<file path="src/hdl/adcp_pkg.sv">
// Package for the audio DSP command port: field widths, codes and helpers.
// No dependencies; used by every module in hdl.
package adcp_pkg;

   localparam int ReplyDepth = 4;
   localparam int ReplyCntW  = $clog2(ReplyDepth + 1);
   localparam int ReplyIdxW  = $clog2(ReplyDepth);

   localparam logic [1:0] ACT_READ  = 2'd0;
   localparam logic [1:0] ACT_WRITE = 2'd1;
   localparam logic [1:0] ACT_IRQ   = 2'd2;

   localparam logic [15:0] OFF_MIX_IDX  = 16'h0004;
   localparam logic [15:0] OFF_MIX_DATA = 16'h0005;
   localparam logic [15:0] OFF_RESET    = 16'h0006;
   localparam logic [15:0] OFF_READ     = 16'h000A;
   localparam logic [15:0] OFF_CMD      = 16'h000C;
   localparam logic [15:0] OFF_STATUS   = 16'h000E;
   localparam logic [15:0] OFF_ACK16    = 16'h000F;
   localparam logic [15:0] OFF_ACKMPU   = 16'h0010;

   localparam logic [7:0] MIX_IRQ_STATUS = 8'h82;
   localparam logic [7:0] READY_BYTE     = 8'hAA;

   localparam logic [1:0] CSR_BASE  = 2'd0;
   localparam logic [1:0] CSR_MAJOR = 2'd1;
   localparam logic [1:0] CSR_MINOR = 2'd2;

   localparam logic [7:0] CMD_DIRECT   = 8'h10;
   localparam logic [7:0] CMD_COUNT_A  = 8'h14;
   localparam logic [7:0] CMD_ADC      = 8'h20;
   localparam logic [7:0] CMD_COUNT_B  = 8'h24;
   localparam logic [7:0] CMD_TCONST   = 8'h40;
   localparam logic [7:0] CMD_RATE_A   = 8'h41;
   localparam logic [7:0] CMD_RATE_B   = 8'h42;
   localparam logic [7:0] CMD_BLOCK    = 8'h48;
   localparam logic [7:0] CMD_COUNT_C  = 8'h80;
   localparam logic [7:0] CMD_MODE_LO  = 8'hB0;
   localparam logic [7:0] CMD_MODE_HI  = 8'hCF;
   localparam logic [7:0] CMD_SPK_ON   = 8'hD1;
   localparam logic [7:0] CMD_SPK_OFF  = 8'hD3;
   localparam logic [7:0] CMD_SPK_GET  = 8'hD8;
   localparam logic [7:0] CMD_VERSION  = 8'hE1;

   // Engine commands without parameter bytes.
   localparam logic [7:0] CMD_AUTO_OUT8   = 8'h1C;
   localparam logic [7:0] CMD_AUTO_IN8    = 8'h2C;
   localparam logic [7:0] CMD_HS_AUTO_OUT = 8'h90;
   localparam logic [7:0] CMD_HS_OUT      = 8'h91;
   localparam logic [7:0] CMD_HS_AUTO_IN  = 8'h98;
   localparam logic [7:0] CMD_HS_IN       = 8'h99;
   localparam logic [7:0] CMD_MONO_IN     = 8'hA0;
   localparam logic [7:0] CMD_STEREO_IN   = 8'hA8;
   localparam logic [7:0] CMD_PAUSE8      = 8'hD0;
   localparam logic [7:0] CMD_RESUME8     = 8'hD4;
   localparam logic [7:0] CMD_PAUSE16     = 8'hD5;
   localparam logic [7:0] CMD_RESUME16    = 8'hD6;
   localparam logic [7:0] CMD_EXIT16      = 8'hD9;
   localparam logic [7:0] CMD_EXIT8       = 8'hDA;

   // Kind of work handed from the front end to the back end.
   typedef enum logic [2:0] {
      OP_NONE,
      OP_READ,
      OP_IRQ,
      OP_RESET_DONE,
      OP_EXEC
   } op_type;

   typedef struct packed {
      op_type     op;
      logic [15:0] off;
      logic [7:0]  cmd;
      logic [7:0]  p0;
      logic [7:0]  p1;
      logic [7:0]  p2;
      logic [7:0]  adc;
      logic [2:0]  raise;
   } job_type;

   typedef struct packed {
      logic [7:0]  read_data;
      logic        dac_valid;
      logic [7:0]  dac_sample;
      logic        engine_cmd_valid;
      logic [7:0]  engine_cmd;
      logic [7:0]  engine_mode;
      logic [15:0] transfer_count;
      logic [7:0]  sampling_tc;
      logic [15:0] sample_rate;
      logic [15:0] block_size;
      logic        speaker_on;
      logic        irq_line;
   } rsp_type;

   function automatic logic is_mode_cmd(input logic [7:0] c);
      return (c >= CMD_MODE_LO && c <= CMD_MODE_HI);
   endfunction

   function automatic logic is_count_cmd(input logic [7:0] c);
      return (c == CMD_COUNT_A || c == CMD_COUNT_B || c == CMD_COUNT_C);
   endfunction

   function automatic logic [1:0] param_need(input logic [7:0] c);
      logic [1:0] n;
      n = 2'd0;
      if (c == CMD_DIRECT || c == CMD_TCONST) n = 2'd1;
      else if (is_count_cmd(c) || c == CMD_RATE_A ||
               c == CMD_RATE_B || c == CMD_BLOCK) n = 2'd2;
      else if (is_mode_cmd(c)) n = 2'd3;
      return n;
   endfunction

   function automatic logic is_plain_engine(input logic [7:0] c);
      logic r;
      unique case (c)
         CMD_AUTO_OUT8, CMD_AUTO_IN8, CMD_HS_AUTO_OUT, CMD_HS_OUT,
         CMD_HS_AUTO_IN, CMD_HS_IN, CMD_MONO_IN, CMD_STEREO_IN,
         CMD_PAUSE8, CMD_RESUME8, CMD_PAUSE16, CMD_RESUME16,
         CMD_EXIT16, CMD_EXIT8: r = 1'b1;
         default: r = 1'b0;
      endcase
      return r;
   endfunction

endpackage

</file>
<file path="src/hdl/audio_dsp_command_port.sv">
// Audio DSP command port, device side. Depends on adcp_pkg, adcp_front,
// adcp_queue and adcp_back.
// The result of a transaction passes through the job queue and then the result
// register before it can be taken.
// Throughput: one transaction per cycle while the job queue has room.
// Reset: synchronous, active high; control state and settings cleared, CSRs set to defaults.
module audio_dsp_command_port (
   input  logic        clock,
   input  logic        reset,
   input  logic        req_tvalid,
   output logic        req_tready,
   // req_tuser: action[1:0]
   input  logic [1:0]  req_tuser,
   // req_tdata: io_address[15:0], write_data[23:16], adc_sample[31:24],
   // raise_mask[34:32], zero fill to 40 bits
   input  logic [39:0] req_tdata,
   output logic        rsp_tvalid,
   input  logic        rsp_tready,
   // rsp_tuser: dac_valid[0], engine_cmd_valid[1]
   output logic [1:0]  rsp_tuser,
   // rsp_tdata: read_data[7:0], dac_sample[15:8], engine_cmd[23:16],
   // engine_mode[31:24], transfer_count[47:32], sampling_tc[55:48],
   // sample_rate[71:56], block_size[87:72], speaker_on[88], irq_line[89];
   // zero fill to 96 bits
   output logic [95:0] rsp_tdata,
   input  logic        csr_we,
   input  logic [1:0]  csr_index,
   input  logic [15:0] csr_wdata
);

   logic [15:0] base_ff;
   logic [7:0]  major_ff, minor_ff;
   logic        fj_valid, fj_ready, bj_valid, bj_ready;
   adcp_pkg::job_type fj, bj, fj_fix;
   adcp_pkg::rsp_type rsp;

   // Configuration registers.
   always_ff @(posedge clock) begin
      if (reset) begin
         base_ff  <= 16'd544;
         major_ff <= 8'd4;
         minor_ff <= 8'd5;
      end else if (csr_we) begin
         unique case (csr_index)
            adcp_pkg::CSR_BASE:  base_ff  <= csr_wdata;
            adcp_pkg::CSR_MAJOR: major_ff <= csr_wdata[7:0];
            adcp_pkg::CSR_MINOR: minor_ff <= csr_wdata[7:0];
            default: ;
         endcase
      end
   end

   adcp_front u_front (
      .clock(clock), .reset(reset),
      .in_valid(req_tvalid), .in_ready(req_tready),
      .action(req_tuser), .io_address(req_tdata[15:0]),
      .write_data(req_tdata[23:16]), .adc_sample(req_tdata[31:24]),
      .raise_mask(req_tdata[34:32]), .base_port(base_ff),
      .job_valid(fj_valid), .job_ready(fj_ready), .job(fj)
   );

   // A mixer index write carries its byte in the first parameter slot.
   always_comb begin
      fj_fix = fj;
      if (fj.op == adcp_pkg::OP_EXEC && fj.off == adcp_pkg::OFF_MIX_IDX)
         fj_fix.p0 = req_tdata[23:16];
   end

   adcp_queue u_queue (
      .clock(clock), .reset(reset),
      .wr_valid(fj_valid), .wr_ready(fj_ready), .wr_job(fj_fix),
      .rd_valid(bj_valid), .rd_ready(bj_ready), .rd_job(bj)
   );

   adcp_back u_back (
      .clock(clock), .reset(reset),
      .job_valid(bj_valid), .job_ready(bj_ready), .job(bj),
      .version_major(major_ff), .version_minor(minor_ff),
      .out_valid(rsp_tvalid), .out_ready(rsp_tready), .out_rsp(rsp)
   );

   assign rsp_tuser = {rsp.engine_cmd_valid, rsp.dac_valid};
   assign rsp_tdata = {6'd0, rsp.irq_line, rsp.speaker_on, rsp.block_size,
                       rsp.sample_rate, rsp.sampling_tc, rsp.transfer_count,
                       rsp.engine_mode, rsp.engine_cmd, rsp.dac_sample,
                       rsp.read_data};

`ifndef ASSERT_OFF
   a_dac_zero: assert property (@(posedge clock) disable iff (reset)
      rsp_tvalid && !rsp.dac_valid |-> rsp.dac_sample == 8'd0)
      else $error("dac sample without valid");
   a_eng_zero: assert property (@(posedge clock) disable iff (reset)
      rsp_tvalid && !rsp.engine_cmd_valid |-> rsp.engine_cmd == 8'd0)
      else $error("engine command without valid");
   a_hold: assert property (@(posedge clock) disable iff (reset)
      rsp_tvalid && !rsp_tready |=> rsp_tvalid && $stable({rsp_tuser, rsp_tdata}))
      else $error("result changed while stalled");
`endif

endmodule

</file>
<file path="src/hdl/adcp_front.sv">
// Front end: decodes bus accesses, runs the command parser and emits jobs.
// Depends on adcp_pkg.
module adcp_front (
   input  logic                 clock,
   input  logic                 reset,
   input  logic                 in_valid,
   output logic                 in_ready,
   input  logic [1:0]           action,
   input  logic [15:0]          io_address,
   input  logic [7:0]           write_data,
   input  logic [7:0]           adc_sample,
   input  logic [2:0]           raise_mask,
   input  logic [15:0]          base_port,
   output logic                 job_valid,
   input  logic                 job_ready,
   output adcp_pkg::job_type    job
);

   logic       in_reset_ff, in_reset_in;
   logic [7:0] cmd_ff, cmd_in;
   logic [1:0] left_ff, left_in;
   logic [7:0] p0_ff, p0_in, p1_ff, p1_in, p2_ff, p2_in;
   logic [15:0] off;
   logic [1:0] idx;
   logic       fire;

   assign in_ready  = job_ready;
   assign job_valid = in_valid;
   assign fire      = in_valid && job_ready;
   assign off       = io_address - base_port;
   assign idx       = adcp_pkg::param_need(cmd_ff) - left_ff;

   always_comb begin
      in_reset_in = in_reset_ff;
      cmd_in      = cmd_ff;
      left_in     = left_ff;
      p0_in       = p0_ff;
      p1_in       = p1_ff;
      p2_in       = p2_ff;
      job.op      = adcp_pkg::OP_NONE;
      job.off     = off;
      job.adc     = adc_sample;
      job.raise   = raise_mask;
      if (action == adcp_pkg::ACT_READ) begin
         job.op = adcp_pkg::OP_READ;
      end else if (action == adcp_pkg::ACT_IRQ) begin
         job.op = adcp_pkg::OP_IRQ;
      end else if (action == adcp_pkg::ACT_WRITE) begin
         if (off == adcp_pkg::OFF_MIX_IDX) begin
            job.op = adcp_pkg::OP_EXEC;  // back end sees offset and sets index
         end else if (off == adcp_pkg::OFF_RESET) begin
            if (write_data[0]) begin
               in_reset_in = 1'b1;
            end else if (in_reset_ff) begin
               in_reset_in = 1'b0;
               cmd_in      = '0;
               left_in     = '0;
               job.op      = adcp_pkg::OP_RESET_DONE;
            end
         end else if (off == adcp_pkg::OFF_CMD && !in_reset_ff) begin
            if (left_ff != 2'd0) begin
               if (idx == 2'd0) p0_in = write_data;
               else if (idx == 2'd1) p1_in = write_data;
               else if (idx == 2'd2) p2_in = write_data;
               left_in = left_ff - 2'd1;
               if (left_ff == 2'd1) job.op = adcp_pkg::OP_EXEC;
            end else begin
               cmd_in  = write_data;
               left_in = adcp_pkg::param_need(write_data);
               if (left_in == 2'd0) job.op = adcp_pkg::OP_EXEC;
            end
         end
      end
      job.cmd = cmd_in;
      job.p0  = p0_in;
      job.p1  = p1_in;
      job.p2  = p2_in;
   end

   always_ff @(posedge clock) begin
      if (reset) begin
         in_reset_ff <= 1'b0;
         cmd_ff      <= '0;
         left_ff     <= '0;
         p0_ff       <= '0;
         p1_ff       <= '0;
         p2_ff       <= '0;
      end else if (fire) begin
         in_reset_ff <= in_reset_in;
         cmd_ff      <= cmd_in;
         left_ff     <= left_in;
         p0_ff       <= p0_in;
         p1_ff       <= p1_in;
         p2_ff       <= p2_in;
      end
   end

endmodule

</file>
<file path="src/hdl/adcp_queue.sv">
// Two-entry job queue between front end and back end.
// Depends on adcp_pkg.
module adcp_queue (
   input  logic              clock,
   input  logic              reset,
   input  logic              wr_valid,
   output logic              wr_ready,
   input  adcp_pkg::job_type wr_job,
   output logic              rd_valid,
   input  logic              rd_ready,
   output adcp_pkg::job_type rd_job
);

   adcp_pkg::job_type mem_ff [2];
   logic       wp_ff, rp_ff;
   logic [1:0] cnt_ff;
   logic       push, pop;

   assign wr_ready = (cnt_ff != 2'd2);
   assign rd_valid = (cnt_ff != 2'd0);
   assign rd_job   = mem_ff[rp_ff];
   assign push     = wr_valid && wr_ready;
   assign pop      = rd_valid && rd_ready;

   always_ff @(posedge clock) begin
      if (push) mem_ff[wp_ff] <= wr_job;
   end

   always_ff @(posedge clock) begin
      if (reset) begin
         wp_ff  <= 1'b0;
         rp_ff  <= 1'b0;
         cnt_ff <= '0;
      end else begin
         if (push) wp_ff <= ~wp_ff;
         if (pop)  rp_ff <= ~rp_ff;
         cnt_ff <= cnt_ff + {1'b0, push} - {1'b0, pop};
      end
   end

endmodule

</file>
<file path="src/hdl/adcp_back.sv">
// Back end: settings, reply queue, interrupt status and the result register.
// Depends on adcp_pkg.
module adcp_back (
   input  logic              clock,
   input  logic              reset,
   input  logic              job_valid,
   output logic              job_ready,
   input  adcp_pkg::job_type job,
   input  logic [7:0]        version_major,
   input  logic [7:0]        version_minor,
   output logic              out_valid,
   input  logic              out_ready,
   output adcp_pkg::rsp_type out_rsp
);

   logic [7:0] rq_ff [adcp_pkg::ReplyDepth];
   logic [7:0] rq_in [adcp_pkg::ReplyDepth];
   logic [adcp_pkg::ReplyCntW-1:0] rc_ff, rc_in;
   logic [7:0]  mix_ff, mix_in;
   logic [2:0]  irq_ff, irq_in;
   logic        spk_ff, spk_in;
   logic [7:0]  tc_ff, tc_in;
   logic [15:0] rate_ff, rate_in, blk_ff, blk_in, cnt_ff, cnt_in;
   logic        valid_ff;
   adcp_pkg::rsp_type rsp_ff, rsp_in;
   logic        fire;
   logic        push_a, push_b;
   logic [7:0]  byte_a, byte_b;
   logic [15:0] lo_first;

   assign job_ready = !valid_ff || out_ready;
   assign fire      = job_valid && job_ready;
   assign out_valid = valid_ff;
   assign out_rsp   = rsp_ff;
   assign lo_first  = {job.p1, job.p0};

   always_comb begin
      rc_in   = rc_ff;
      rq_in   = rq_ff;
      mix_in  = mix_ff;
      irq_in  = irq_ff;
      spk_in  = spk_ff;
      tc_in   = tc_ff;
      rate_in = rate_ff;
      blk_in  = blk_ff;
      cnt_in  = cnt_ff;
      push_a  = 1'b0;
      push_b  = 1'b0;
      byte_a  = '0;
      byte_b  = version_minor;
      rsp_in  = '0;
      unique case (job.op)
         adcp_pkg::OP_READ: begin
            unique case (job.off)
               adcp_pkg::OFF_MIX_IDX: rsp_in.read_data = mix_ff;
               adcp_pkg::OFF_MIX_DATA:
                  rsp_in.read_data = (mix_ff == adcp_pkg::MIX_IRQ_STATUS) ?
                                     {5'd0, irq_ff} : 8'h00;
               adcp_pkg::OFF_READ: begin
                  if (rc_ff != '0) begin
                     rsp_in.read_data = rq_ff[0];
                     for (int i = 0; i < adcp_pkg::ReplyDepth - 1; i++)
                        rq_in[i] = rq_ff[i+1];
                     rc_in = rc_ff - adcp_pkg::ReplyCntW'(1);
                  end
               end
               adcp_pkg::OFF_CMD: rsp_in.read_data = 8'h7F;
               adcp_pkg::OFF_STATUS: begin
                  rsp_in.read_data = (rc_ff != '0) ? 8'hFF : 8'h7F;
                  irq_in = irq_ff & 3'b110;
               end
               adcp_pkg::OFF_ACK16: begin
                  rsp_in.read_data = 8'hFF;
                  irq_in = irq_ff & 3'b101;
               end
               adcp_pkg::OFF_ACKMPU: begin
                  rsp_in.read_data = 8'hFF;
                  irq_in = irq_ff & 3'b011;
               end
               default: rsp_in.read_data = 8'hFF;
            endcase
         end
         adcp_pkg::OP_IRQ: irq_in = irq_ff | job.raise;
         adcp_pkg::OP_RESET_DONE: begin
            rq_in[0] = adcp_pkg::READY_BYTE;
            rc_in    = adcp_pkg::ReplyCntW'(1);
         end
         adcp_pkg::OP_EXEC: begin
            if (job.off == adcp_pkg::OFF_MIX_IDX) begin
               mix_in = job.p0;
            end else if (job.cmd == adcp_pkg::CMD_DIRECT) begin
               rsp_in.dac_valid  = 1'b1;
               rsp_in.dac_sample = job.p0;
            end else if (adcp_pkg::is_count_cmd(job.cmd)) begin
               cnt_in = lo_first;
               rsp_in.engine_cmd_valid = 1'b1;
               rsp_in.engine_cmd       = job.cmd;
            end else if (adcp_pkg::is_mode_cmd(job.cmd)) begin
               cnt_in = {job.p2, job.p1};
               rsp_in.engine_cmd_valid = 1'b1;
               rsp_in.engine_cmd       = job.cmd;
               rsp_in.engine_mode      = job.p0;
            end else if (adcp_pkg::is_plain_engine(job.cmd)) begin
               rsp_in.engine_cmd_valid = 1'b1;
               rsp_in.engine_cmd       = job.cmd;
            end else if (job.cmd == adcp_pkg::CMD_ADC) begin
               push_a = 1'b1;
               byte_a = job.adc;
            end else if (job.cmd == adcp_pkg::CMD_TCONST) begin
               tc_in = job.p0;
            end else if (job.cmd == adcp_pkg::CMD_RATE_A ||
                         job.cmd == adcp_pkg::CMD_RATE_B) begin
               rate_in = {job.p0, job.p1};
            end else if (job.cmd == adcp_pkg::CMD_BLOCK) begin
               blk_in = lo_first;
            end else if (job.cmd == adcp_pkg::CMD_SPK_ON) begin
               spk_in = 1'b1;
            end else if (job.cmd == adcp_pkg::CMD_SPK_OFF) begin
               spk_in = 1'b0;
            end else if (job.cmd == adcp_pkg::CMD_SPK_GET) begin
               push_a = 1'b1;
               byte_a = spk_ff ? 8'hFF : 8'h00;
            end else if (job.cmd == adcp_pkg::CMD_VERSION) begin
               push_a = 1'b1;
               push_b = 1'b1;
               byte_a = version_major;
            end
            if (push_a && rc_ff < adcp_pkg::ReplyCntW'(adcp_pkg::ReplyDepth)) begin
               rq_in[rc_ff[adcp_pkg::ReplyIdxW-1:0]] = byte_a;
               rc_in = rc_ff + adcp_pkg::ReplyCntW'(1);
               if (push_b && rc_in < adcp_pkg::ReplyCntW'(adcp_pkg::ReplyDepth)) begin
                  rq_in[rc_in[adcp_pkg::ReplyIdxW-1:0]] = byte_b;
                  rc_in = rc_in + adcp_pkg::ReplyCntW'(1);
               end
            end
         end
         default: ;
      endcase
      rsp_in.transfer_count = cnt_in;
      rsp_in.sampling_tc    = tc_in;
      rsp_in.sample_rate    = rate_in;
      rsp_in.block_size     = blk_in;
      rsp_in.speaker_on     = spk_in;
      rsp_in.irq_line       = (irq_in != 3'd0);
   end

   always_ff @(posedge clock) begin
      if (fire) begin
         rq_ff  <= rq_in;
         rsp_ff <= rsp_in;
      end
   end

   always_ff @(posedge clock) begin
      if (reset) begin
         valid_ff <= 1'b0;
         rc_ff    <= '0;
         mix_ff   <= '0;
         irq_ff   <= '0;
         spk_ff   <= 1'b0;
         tc_ff    <= '0;
         rate_ff  <= '0;
         blk_ff   <= '0;
         cnt_ff   <= '0;
      end else begin
         if (job_ready) valid_ff <= job_valid;
         if (fire) begin
            rc_ff   <= rc_in;
            mix_ff  <= mix_in;
            irq_ff  <= irq_in;
            spk_ff  <= spk_in;
            tc_ff   <= tc_in;
            rate_ff <= rate_in;
            blk_ff  <= blk_in;
            cnt_ff  <= cnt_in;
         end
      end
   end

endmodule
</file>
<file path="config.mk">
export PLATFORM = sky130hd
export DESIGN_NAME = audio_dsp_command_port
export DESIGN_NICKNAME = d
export VERILOG_FILES = /design/src/hdl/adcp_pkg.sv /design/src/hdl/audio_dsp_command_port.sv /design/src/hdl/adcp_front.sv /design/src/hdl/adcp_queue.sv /design/src/hdl/adcp_back.sv
export SDC_FILE = /design/constraint.sdc
export NUM_CORES = 1
export LEC_CHECK = 0
export ABC_CLOCK_PERIOD_IN_PS = 7600
export BUFFER_PORTS_ARGS = -buffer_cell sky130_fd_sc_hd__buf_2
export CAP_MARGIN = 0
export CELL_PAD_IN_SITES_DETAIL_PLACEMENT = 0
export CELL_PAD_IN_SITES_GLOBAL_PLACEMENT = 1
export CORE_MARGIN = 2
export CORE_UTILIZATION = 25
export DETAILED_ROUTE_END_ITERATION = 16
export PLACE_DENSITY_LB_ADDON = 0.1
export SYNTH_ARGS = -nofsm -noshare
export SYNTH_HDL_FRONTEND = slang
export SYNTH_SLANG_ARGS = --single-unit
</file>
<file path="constraint.sdc">
create_clock -name clock -period 7.6 [get_ports clock]
set_clock_uncertainty 0.1 [all_clocks]
set_input_delay 0.76 -clock clock [delete_from_list [all_inputs] [get_ports clock]]
set_output_delay 0.76 -clock clock [all_outputs]
set_load 0.02 [all_outputs]
</file>
==> metrics.md <==
| Metric | Value |
|---|---|
| Vias/cell | `4.794` |
| Buf/Inv on CP | `0` |
| Final min period | `4.764 ns` |
| Synth top area share | `0.4114` |
| Clock root cell | `clkbuf_16` |
| Post-route cell area | `21390 um^2` |
| Family with the most delay on the worst path | `simple AND/OR/NAND/NOR gates` |
| CTS tree | `yes` |
| Initial antenna violation count | `2` |
| Gr usage total | `0.1456` |
| Crit path cell chain | `or3b_2, a21oi_1, o21ai_0, o211ai_1, nand3_1, nor4_2, and2_0, o221a_2` |
| Max_cap viols | `0` |
| Hold buffer count at cts | `0` |
| Predominant post-synthesis flop cell | `edfxtp_1` |
| GR Overflow Total | `0` |
| Register area share after synthesis | `0.5706` |
| M3 GR Usage | `0.02768` |
| Max stage delay on crit path | `1.02 ns` |
| Cells after synthesis | `1644` |
| Die H | `273.1 um` |
| Kind of critical path | `reg2reg` |
| Pwr Total | `6824 uW` |
| Power Density | `319.1 nW/um^2` |
| Syn. warnings | `0` |
| Placed Instance Area | `19890 um^2` |
| Setup TNS | `0 ns` |
| Resized Gates After CTS | `0` |
| Total iterations of the first detailed-routing run | `5` |
| H-tree Lvls | `2` |
| # setup viols final | `0` |
| Synth Area per Inst | `11.01 um^2` |
| Hold Fails Final Rpt | `0` |
| Top cells by area, synth | `edfxtp_1 41%, dfxtp_1 16%, mux2i_1 4.8%` |
| Multi-input gate area | `7241 um^2` |
| Post-synth EDFFs | `248` |
| Die X-Extent | `273.1 um` |
| Layout cells sized above 1 | `0.1873` |
| Iter 0 DRT Violations | `732` |
| Worst-Margin Slew | `1.213 ns` |
| Clock latency on the worst-skew pair | `0.60 ns` |
| Post-synth top area cell | `edfxtp_1` |
| CTS Buffer Depth | `3` |
| Global routing's busiest layer | `met2` |
| Gpl congestion | `0.7548` |
| # DRC | `0` |
| Number of buffers created by CTS | `48` |
| Clock sink total | `392` |
| Req. time, crit path | `8.04 ns` |
| Clock slew at reported path FFs | `0.06 ns` |
| Core Rows | `98` |
| Final Util | `0.2987` |
| Startpoint Class | `flip-flop` |
| WP data arrival | `5.20 ns` |
| Synthesis-to-layout area growth | `18.14%` |
| Register area | `10330 um^2` |
| RSZ-0062 raised after global routing | `false` |
| DR WL/cell | `20.06 um` |
| Met1 Use GR | `0.2051` |
| Pins over their slew limit | `0` |
| Leak | `0.007862 uW` |
| Die ar. | `74580 um^2` |
| CP max stage cell | `nor4_2` |
| Fin cells | `2765` |
| Final #Nets | `1866` |
| Final HPWL DP | `37930 um` |
| Setup bufs post-CTS | `0` |
| Drt total wl | `55460 um` |
| Worst min path class | `in2reg` |
| First-pass GRT wire length | `83760 um` |
| Critical Path End Type | `flip-flop` |
| Vias in the first global route | `13210` |
| CP Max Fanout | `58` |
| Netlist cell types | `84` |
| Max_slew headroom | `0.1840` |
| Peak Freq | `209.9 MHz` |
| ANT cells | `0` |
| Register bit total from synthesis | `392` |
| Status | `completed` |
| Total number of vias | `13260` |
| Initial Util | `0.2528` |
| Tcrit/Tclk final | `0.6268` |
| Met2 Usage GRT | `0.2295` |
| Fillcell total | `7433` |
| Final antenna-violating net count | `0` |
| Worst IR Drop VDD | `146.9 uV` |
| PortBufs | `153` |
| Largest net degree at the start of global routing | `73` |
| Core area | `71610 um^2` |
| I/O pin total | `165` |
| Post-Syn Area | `18100 um^2` |
| DP Cell Count | `2675` |
| Asr flop ratio synth | `0` |
synth_stat cells (all sizes together), types with 4 or more instances:
library cell    n
a22o           14
inv            45
xnor2          13
o221a          17
nand3b          5
a211oi         26
nand2         178
a2111oi         4
dfxtp         144
a221oi          8
and2            7
xor2           11
clkbuf         79
a22oi          35
nor2b          35
mux2i          87
or3            14
a211o           9
a31o           16
nor3b           5
nand2b         15
nand4           9
nor2          120
buf            23
nor4           17
o21a            6
o41ai           4
o22a           18
edfxtp        248
o32ai           5
ha             25
or4             5
o211ai          9
o21ai         103
and3           27
a31oi          36
nand3          25
nor3           18
a21oi          94
mux2           31
cell type report:
class,count,area share
multi-input cells,1109,0.3385
well taps,950,0.05558
repair buffers,178,0.04458
clock buffers,72,0.06458
flip-flops and latches,392,0.4832
clock inverters,18,0.005382
inverters,46,0.008190
cell families after synthesis:
family	count (synthesis)	synth area share
multiplexers	118	0.06904
flip-flops	392	0.5706
AO/OA/AOI/OAI	438	0.1637
adder cells (fa/ha/maj)	26	0.01838
buffers and inverters	148	0.03310
AND/OR/NAND/NOR	497	0.1334
XOR/XNOR	24	0.01161
other	1	0.0002071
layer usage:
layer  wire length (um)  part of all wire
met4               1025             0.018
met1              26740              0.48
met2              25450              0.46
met3               2217             0.040
met5                 23           0.00041
final timing paths:
check                                              start                              end  slack (ns)  depth (start not counted)
worst max-delay path                           flip-flop  u_back.rate_ff[12]$_SDFFE_PP0P_        2.84                          8
worst min register to register  base_ff[14]$_SDFFE_PP0P_         base_ff[14]$_SDFFE_PP0P_        0.35                          2
worst min-delay path                       req_tdata[33]   u_queue.mem_ff[1][1]$_DFFE_PP_        0.26                          1
worst max register to register                 flip-flop  u_back.rate_ff[12]$_SDFFE_PP0P_        2.84                          8
placed cells by master (no fill, tap or decap), types with 11 or more instances in the layout:
cell,count
mux2_2,23
edfxtp_1,248
ha_1,25
a22oi_1,35
o21ai_0,100
nor3_1,16
inv_1,44
o22a_1,18
clkbuf_16,48
o221a_2,17
buf_4,25
mux2i_1,87
a31o_2,16
xor2_1,11
a22o_1,14
nand2b_1,15
buf_2,153
xnor2_1,13
nand3_1,25
a211oi_1,25
dfxtp_1,143
a21oi_1,93
a31oi_1,36
nor2b_1,35
nand2_1,178
or3_1,13
nor4_1,14
and3_1,26
clkbuf_1,15
nor2_1,118
where the power goes:
part	total [uW]	leakage [uW]	internal, uW	switching [uW]
sequential	2870	0.00354	2690	181
combinational	1770	0.00359	493	1280
clock	2180	0.000736	1260	924
total	6820	0.00786	4440	2390
per-stage QoR:
step	hold slack (ns)	worst slack, ns
5_1_grt	0.2298	2.409
4_1_cts	0.2230	2.758
3_3_place_gp	0.3449	2.350
2_1_floorplan	0.3343	2.057
3_5_place_dp	0.3478	2.302
6_report	0.2632	2.836
registers in the layout, summed over array words and instances (netlist names), 8 cells and up, named ones only:
register,count
u_back.tc_ff,8
u_queue.mem_ff,124
u_back.cnt_ff,16
minor_ff,8
u_back.blk_ff,16
u_front.cmd_ff,8
base_ff,16
u_front.p2_ff,8
u_front.p0_ff,8
u_front.p1_ff,8
u_back.out_rsp,92
u_back.mix_ff,8
u_back.rate_ff,16
major_ff,8
u_back.rq_ff,32
Note: power is estimated with default switching activity, not from simulation.
